===== config.mk =====
export PLATFORM = sky130hd
export DESIGN_NAME = fcr_cfg
export DESIGN_NICKNAME = d
export VERILOG_FILES = /design/src/fcr_pkg.sv /design/src/fcr_cfg.sv
export SDC_FILE = /design/constraint.sdc
export NUM_CORES = 1
export LEC_CHECK = 0
export BUFFER_PORTS_ARGS = -buffer_cell sky130_fd_sc_hd__buf_4
export CORE_ASPECT_RATIO = 1.25
export CORE_MARGIN = 2
export CORE_UTILIZATION = 40
export DETAILED_ROUTE_END_ITERATION = 7
export GPL_ROUTABILITY_DRIVEN = 1
export HOLD_SLACK_MARGIN = 0.06
export PLACE_DENSITY = 0.76
export SETUP_SLACK_MARGIN = 0.02
export SYNTH_ARGS = -nofsm -noshare
export SYNTH_HDL_FRONTEND = slang
export SYNTH_SLANG_ARGS = --single-unit
export TNS_END_PERCENT = 10

===== constraint.sdc =====
create_clock -name clk_i -period 1.94 [get_ports clk_i]
set_clock_uncertainty 0.15 [all_clocks]
set_input_delay 0.485 -clock clk_i [delete_from_list [all_inputs] [get_ports clk_i]]
set_output_delay 0.485 -clock clk_i [all_outputs]
set_load 0.1 [all_outputs]

===== src/fcr_pkg.sv =====
package fcr_pkg;

  // Delay line geometry
  localparam int MAX_DELAY = 16384;
  localparam int AW        = $clog2(MAX_DELAY);
  localparam int DLY_W     = 15;
  // Count width: holds MAX_DELAY itself and any delay register value
  localparam int CW        = ((AW + 1) > DLY_W) ? (AW + 1) : DLY_W;

  // Register map (byte addresses)
  localparam int PAW = 4;
  localparam logic [PAW-1:0] REG_DELAY = 4'h0;
  localparam logic [PAW-1:0] REG_DRY   = 4'h4;
  localparam logic [PAW-1:0] REG_WET   = 4'h8;

  // Reset values
  localparam logic [DLY_W-1:0] DELAY_RST = 15'd1;
  localparam logic [15:0]      DRY_RST   = 16'd4096;
  localparam logic [15:0]      WET_RST   = 16'd2048;

  typedef struct packed {
    logic [DLY_W-1:0]   delay_samples;
    logic signed [15:0] src_gain;
    logic signed [15:0] fb_gain;
  } cfg_t;

  typedef struct packed {
    logic signed [15:0] sample_in;
    logic               clip_start;
  } in_item_t;

  typedef struct packed {
    logic signed [15:0] sample_out;
    logic               clipped;
    logic               clipped_seen;
  } out_item_t;

  // Item held in the compute stage
  typedef struct packed {
    logic signed [15:0] sample;
    logic               clip_start;
    logic               pass;
    logic               use_last;
    logic [AW-1:0]      wptr;
  } stage_t;

endpackage


===== src/fcr_cfg.sv =====
module fcr_cfg import fcr_pkg::*; (
  input  logic           clk_i,
  input  logic           rst_ni,
  input  logic           psel,
  input  logic           penable,
  input  logic           pwrite,
  input  logic [PAW-1:0] paddr,
  input  logic [31:0]    pwdata,
  output logic [31:0]    prdata,
  output logic           pready,
  output cfg_t           cfg_o
);

  cfg_t cfg_q, cfg_d;
  logic wr_en;

  assign pready = 1'b1;
  assign wr_en  = psel & penable & pwrite;

  // Register write decode
  always_comb begin
    cfg_d = cfg_q;
    if (wr_en) begin
      unique case (paddr)
        REG_DELAY: cfg_d.delay_samples = pwdata[DLY_W-1:0];
        REG_DRY:   cfg_d.src_gain      = pwdata[15:0];
        REG_WET:   cfg_d.fb_gain       = pwdata[15:0];
        default:   cfg_d = cfg_q;
      endcase
    end
  end

  always_ff @(posedge clk_i or negedge rst_ni) begin
    if (!rst_ni) begin
      cfg_q.delay_samples <= DELAY_RST;
      cfg_q.src_gain      <= DRY_RST;
      cfg_q.fb_gain       <= WET_RST;
    end else begin
      cfg_q <= cfg_d;
    end
  end

  // Read mux
  always_comb begin
    unique case (paddr)
      REG_DELAY: prdata = {{(32-DLY_W){1'b0}}, cfg_q.delay_samples};
      REG_DRY:   prdata = {16'd0, cfg_q.src_gain};
      REG_WET:   prdata = {16'd0, cfg_q.fb_gain};
      default:   prdata = 32'd0;
    endcase
  end

  assign cfg_o = cfg_q;

endmodule


Yosys cells after proc, flatten, opt, wreduce, memory -nomap -nowiden:

Cells that the tools add are included.

* equal/unequal tests: 2
* multiplexer cells: 1
* bitwise gates (word level): 2
* reduce and logical (&&, ||, !) cells: 4

Operators by type and width (count)
* one-hot mux 16 bit (3 select lines): 1
* AND reduction 2 bit: 3
* == test 4 x 3 -> 1 bit (second input constant): 1
* == test 4 bit (second input constant): 1
* logical NOT 4 bit: 1
* AND 1 bit: 2

* flip-flop bits (word level): 47

Logic depth before layout (Yosys ltp):

Gate-level depths: netlist of the first run.

* depth after elaboration: 3
* gate-level depth with buffers: 5

Worst setup path after synthesis of the first run:

OpenSTA, ideal clock, no wires.

* kind: input to output
* from: input paddr[1]
* to: output prdata[15]
* data arrival time: 1.979 ns
* path slack: -0.674 ns
* stages: 3
* cells stage by stage: nor4b_4 > clkbuf_1 > a22o_1

* cells in the longest elaborated chain, start to end: 2

Ends and longest elaborated chain
* start, declared: line fcr_cfg.sv:7 `input logic [PAW-1:0] paddr,`
* == test 4 bit, or another cell as far along: line fcr_cfg.sv:45 `unique case (paddr)`
* one-hot mux 16 bit (3 select lines) *: line fcr_cfg.sv:45
* end, declared: line fcr_cfg.sv:9 `output logic [31:0] prdata,`

Mark *: on every way between the ends. The rest lies on a longest branch, timed or not.

Worst setup path after layout of the first run:

* from: input paddr[2]
* to: output prdata[1]

Same word-level chain as after synthesis.

==> impl_metrics.toml, run 1 <==
[sta]
tightest_slew_ns = 0.590
rsz0062_at_grt = "yes"
finalSetupViolCount = 16
hold_violations = 0
fin_tns_setup_ns = -3.31
relSlewSlack_pct = 60.7
max_freq_mhz = 458
layout_min_cycle_time_ns = 2.19
slew_viol_final = 0
worst_slack_ns = -0.245
min_period_over_period_pct = 113

[min_path]
hold_path.class = "primary input to register"
hold_depth = 2
min_to = "cfg_o[23]$_DFFE_PN0P_"
min_from = "pwdata[7]"

[synthesis]
syn-cell-area_sq_mm = 0.00223
post_synth.cell_area_avg_sq_um = 14.0
synth_fa_ha_area_share_pct = 0
synth.distinct_cells = 15
synthMuxAreaShare_pct = 23.7
synth-simple-area-share_pct = 4.26
ys_warn_count = 0
synth_top_family_by_area = "multiplexers"
synth_xor_xnor_area_share_pct = 0
yosysSeqAreaShare_pct = 52.9
syn_inst = 159
synth_compound_area_share_pct = 7.13
ys_ff_latch = 47

[global_route]
overflow = 0
grt_max_degree = 48
grt_pass1_wl_mm = 8.08
grt_pass1_vias = 1587
grt_antenna_before_repair = 0
track_usage_pct = 16.9

[place]
gp_congestion = 0.670
place_area_sq_mm = 0.00292
hpwl_mm = 3.85
port_buffers = 87
dp_worst_setup_slack_ns = -0.325
dp_cells = 313

[detailed_routing]
dr.pass1.iters = 4
routedWlPerCell_um = 16.9
via_per_inst = 5.07
drt_iter0_drc = 119
vias = 1633
wl_mm = 5.46
drc = 0
ant_nets = 0

[critical_path]
r2r-start = "cfg_o[21]$_DFFE_PN0P_"
crit_path_top_delay_cell = "a222oi_1"
critPathTopFamily = "buffers and inverters"
r2r_slack_ns = 0.98
crit_path_cell_trace = "buf_8 > nor4b_4 > buf_6 > a222oi_1 > inv_2 > buf_12"
rr_endpoint = "cfg_o[21]$_DFFE_PN0P_"
crit_fanout = 8
critPathKind = "primary input to output port"
worstSetupStartpointType = "primary input"
worst-path-buf-inv = 4
max_stage_delay_ns = 0.41
critPathRequiredTime_ns = 1.30
worst-r2r-cell-count = 1
end_kind = "output port"
arrival_ns = 1.55

[clocking]
clock-root-buffer = "clkbuf_8"
insertion_delay_ns = 0.28
tritoncts = "done"
h-tree-depth = 2
cts.path.max_buffers = 2
postCtsSetupRepairBufs = 0
numCtsBuffers = 5
clkTransAtPathRegs_ns = 0.08
cts_sinks = 47

[pwr]
p_leak_uw = 0.00171
vdd_drop_max_v = 0.000640
power_density_mw_per_mm2 = 1090

[layout]
area_growth_syn_to_layout_pct = 46.4
fin_area_sq_mm = 0.00326
final_core_util_pct = 60.4
nFillCells = 454
drive_gt1_share_pct = 61.2
largest_reg_flops = 47
layout.nets = 298
num_antenna_cells = 0
final_cells = 322

[outcome]
violations = "negative setup slack"
status = "finished, violations left"

[flow_run]
drv_cap = 0

[die]
coreArea_sq_mm = 0.00541
ios = 121
die_h_um = 87.5
fp-row-count = 30
chipWidth_um = 70.8
dieArea_sq_mm = 0.00619
start_util_pct = 41.2
-- cell usage in the layout (no fill, tap or decap), drive strengths merged --
master,n
dlygate4sd3,1
mux2,47
nor4b,2
dfstp,3
a22o,1
conb,17
buf,101
and4,3
inv,15
clkbuf,8
dfrtp,44
a222oi,15
nor4,1
-- synth_stat cells --
master    number  area [sq um]
dfstp_2        3          78.8
mux2_2        27           304
clkbuf_1       3          11.3
inv_1         15          56.3
mux2_1        20           225
conb_1         2          7.51
buf_6          1          11.3
buf_8          2          30.0
nor4_4         1          21.3
buf_4         20           150
and4_1         3          26.3
nor4b_4        2          47.6
dfrtp_1       44          1100
a222oi_1      15           150
a22o_1         1          8.76
-- cell type report --
| type | count | area, sq um | share of cell area (%) |
|---|---|---|---|
| Multi-Input combinational cell | 86 | 851 | 26.1 |
| Inverter | 15 | 56.3 | 1.72 |
| Clock buffer | 8 | 100 | 3.07 |
| Tap cell | 64 | 80.1 | 2.45 |
| Timing Repair Buffer | 102 | 997 | 30.5 |
| Sequential cell | 47 | 1180 | 36.1 |
-- how the worst max path moves through the flow --
stage / slack, ns / from / cells after the start / endpoint
after floorplan: -0.30 / paddr[3] / 4 / prdata[0]
final: -0.25 / paddr[2] / 6 / prdata[1]
after global placement: -0.29 / paddr[3] / 6 / prdata[6]
after detailed placement: -0.32 / paddr[1] / 6 / prdata[0]
after CTS: -0.27 / paddr[1] / 6 / prdata[7]
after global routing: -0.31 / paddr[2] / 6 / prdata[9]
-- through the flow --
stage          total power, uW  hold slack (ns)
6_report                  3570            0.271
5_1_grt                   3680            0.270
4_1_cts                   3560            0.262
3_5_place_dp              2920            0.355
3_3_place_gp              2900            0.345
2_1_floorplan             2580           0.0394
-- logic make-up after synthesis --
logic type	count (synthesis)
buffers and inverters	41
DFF	47
AOI/OAI and AO/OA	16
other	2
and+or+nand+nor	6
muxes	47
-- where the power goes --
part / total, uW / internal, uW / switching [uW] / leakage [uW]
clock: 635 / 326 / 309 / 0.0000515
combinational: 1710 / 346 / 1370 / 0.00104
sequential: 1220 / 1120 / 105 / 0.000616
-- routing by layer --
layer / GRT usage, % / routed length [um] / up-vias / part of all wire [%]
met2: 29.0 / 2800 / 81 / 51
met5: 0 / 0 / - / 0
met3: 4.40 / 368 / 4 / 6.7
met1: 21.6 / 2250 / 810 / 41
met4: 3.60 / 36 / 0 / 0.66
li1: - / - / 738 / -
-- repair_timing --
item                                    CTS  global route
resized for setup                        23            35
pin swaps                                 1             5
endpoints found under the hold margin     5             0
hold buffers                              1             0
endpoints found under the setup margin   16            42
No activity file was read; power rests on OpenSTA's default activity.
==> inputs of run 2 (changes only) <==
--- a/config.mk
+++ b/config.mk
@@ -12,6 +12,7 @@
 export DETAILED_ROUTE_END_ITERATION = 7
 export GPL_ROUTABILITY_DRIVEN = 1
 export HOLD_SLACK_MARGIN = 0.06
+export MAX_ROUTING_LAYER = met4
 export PLACE_DENSITY = 0.76
 export SETUP_SLACK_MARGIN = 0.02
 export SYNTH_ARGS = -nofsm -noshare
==> run 2 against run 1 <==
  * The flow still finishes with violations (negative setup slack)
  * Sequential share of layout area stayed put
  * Highest routed layer unchanged
  * Critical path type unchanged
  * Via count hardly changed
  * Utilization stayed put
  * Flip-flop and latch count stayed put
  * Clock power hardly changed
  * Global-route usage is 0.47 points higher
  * Maximum frequency hardly changed
  * Clock-buffer cell count stayed put
  * Total power hardly changed
  * Hold slack worse by 0.00093 ns
  * Final area stayed put
  * Largest power group unchanged
  * First-iteration DRC count is 1.7% higher
==> impl_metrics.toml, run 2 (synthesis results as in run 1) <==
[die]
ios = 121
fp-row-count = 30
start_util_pct = 41.2
coreArea_sq_mm = 0.00541
dieArea_sq_mm = 0.00619
die_h_um = 87.5
chipWidth_um = 70.8

[clocking]
cts.path.max_buffers = 2
clock-root-buffer = "clkbuf_8"
numCtsBuffers = 5
h-tree-depth = 2
cts_sinks = 47
insertion_delay_ns = 0.29
postCtsSetupRepairBufs = 0
clkTransAtPathRegs_ns = 0.08
tritoncts = "done"

[pwr]
vdd_drop_max_v = 0.000640
power_density_mw_per_mm2 = 1090
p_leak_uw = 0.00171

[detailed_routing]
ant_nets = 0
dr.pass1.iters = 6
vias = 1632
drc = 0
wl_mm = 5.45
routedWlPerCell_um = 16.9
drt_iter0_drc = 121
via_per_inst = 5.07

[critical_path]
end_kind = "output port"
arrival_ns = 1.55
critPathRequiredTime_ns = 1.30
max_stage_delay_ns = 0.41
worstSetupStartpointType = "primary input"
crit_path_cell_trace = "buf_8 > nor4b_4 > buf_6 > a222oi_1 > inv_2 > buf_12"
crit_fanout = 8
critPathKind = "primary input to output port"
r2r_slack_ns = 0.98
crit_path_top_delay_cell = "a222oi_1"

[outcome]
violations = "negative setup slack"
status = "finished, violations left"

[global_route]
grt_pass1_wl_mm = 8.08
track_usage_pct = 17.4
met1_usage_pct = 22.1
grt.busiest_layer = "met2"
use_met3_pct = 3.70
overflow = 0
use_met2_pct = 28.8
grt_pass1_vias = 1589
grt_max_degree = 48
grt_antenna_before_repair = 0

[layout]
drive_gt1_share_pct = 61.2
fin_area_sq_mm = 0.00326
final_common_cell = "buf_4"
largest_reg_flops = 47
multi_input_area_sq_um = 851
seq_area_sq_mm = 0.00118
mostFrequentLayoutCells = "buf_4, dfrtp_1, mux2_2"
nFillCells = 454
layout.nets = 298
num_antenna_cells = 0
area_growth_syn_to_layout_pct = 46.4

[sta]
max_freq_mhz = 458
finalSetupViolCount = 16
slew_viol_final = 0
hold_violations = 0
fin_tns_setup_ns = -3.28
worst_slack_ns = -0.245
min_period_over_period_pct = 113
tightest_slew_ns = 0.590
layout_min_cycle_time_ns = 2.18
relSlewSlack_pct = 60.7
rsz0062_at_grt = "yes"

[place]
port_buffers = 87
place_area_sq_mm = 0.00292
dp_worst_setup_slack_ns = -0.325
gp_congestion = 0.677
hpwl_mm = 3.85

[min_path]
hold_path.class = "primary input to register"

[flow_run]
drv_cap = 0
-- run 2: worst max-delay path, delay by kind of cell --
kind | cells | cell delay, ns
buf+inv | 4 | 0.52
compound gates | 1 | 0.41
simple gates | 1 | 0.13
-- run 2: layer usage --
metal  part of all wire, %  up-vias
met4                  0.66        0
met3                   5.9        4
met1                    42      812
li1                      -      739
met5                     0        -
met2                    51       77
-- run 2: where the power goes --
group	internal (uW)	switching [uW]	total, uW
clock	326	310	636
combinational	346	1370	1710
sequential	1120	105	1220
-- run 2: layout make-up --
type / count / area share, %
well taps: 64 / 2.45
clock buffers: 8 / 3.07
repair buffers: 102 / 30.5
multi-input cells: 86 / 26.1
flip-flops and latches: 47 / 36.1
inverters: 15 / 1.72
-- run 2: repair_timing --
action / 4_1_cts / 5_1_grt
gates resized for setup: 23 / 35
hold endpoints to repair: 5 / 0
pin swaps: 1 / 5
hold buffers: 1 / 0
gates cloned: 0 / 0
setup endpoints to repair: 16 / 42
-- run 2: path summary, 6_finish.rpt --
path	from	endpoint	depth (start not counted)
hold / removal	pwdata[7]	cfg_o[23]$_DFFE_PN0P_	2
hold reg to reg	cfg_o[8]$_DFFE_PN0P_	cfg_o[8]$_DFFE_PN0P_	1
max in group asynchronous	rst_ni	cfg_o[27]$_DFFE_PN0P_	2
setup / recovery	paddr[2]	prdata[1]	6
setup reg to reg	cfg_o[21]$_DFFE_PN0P_	cfg_o[21]$_DFFE_PN0P_	1
min in group asynchronous	rst_ni	cfg_o[16]$_DFFE_PN0P_	2
-- run 2: per-stage QoR --
step / utilization, % / cells / hold WS (ns) / total power [uW]
2_1_floorplan: - / 174 / 0.0394 / 2580
5_1_grt: 60.4 / 322 / 0.270 / 3680
4_1_cts: 57.8 / 322 / 0.262 / 3560
3_3_place_gp: 54.1 / 313 / 0.345 / 2900
3_5_place_dp: 54.1 / 313 / 0.355 / 2920
6_report: 60.4 / 322 / 0.270 / 3570
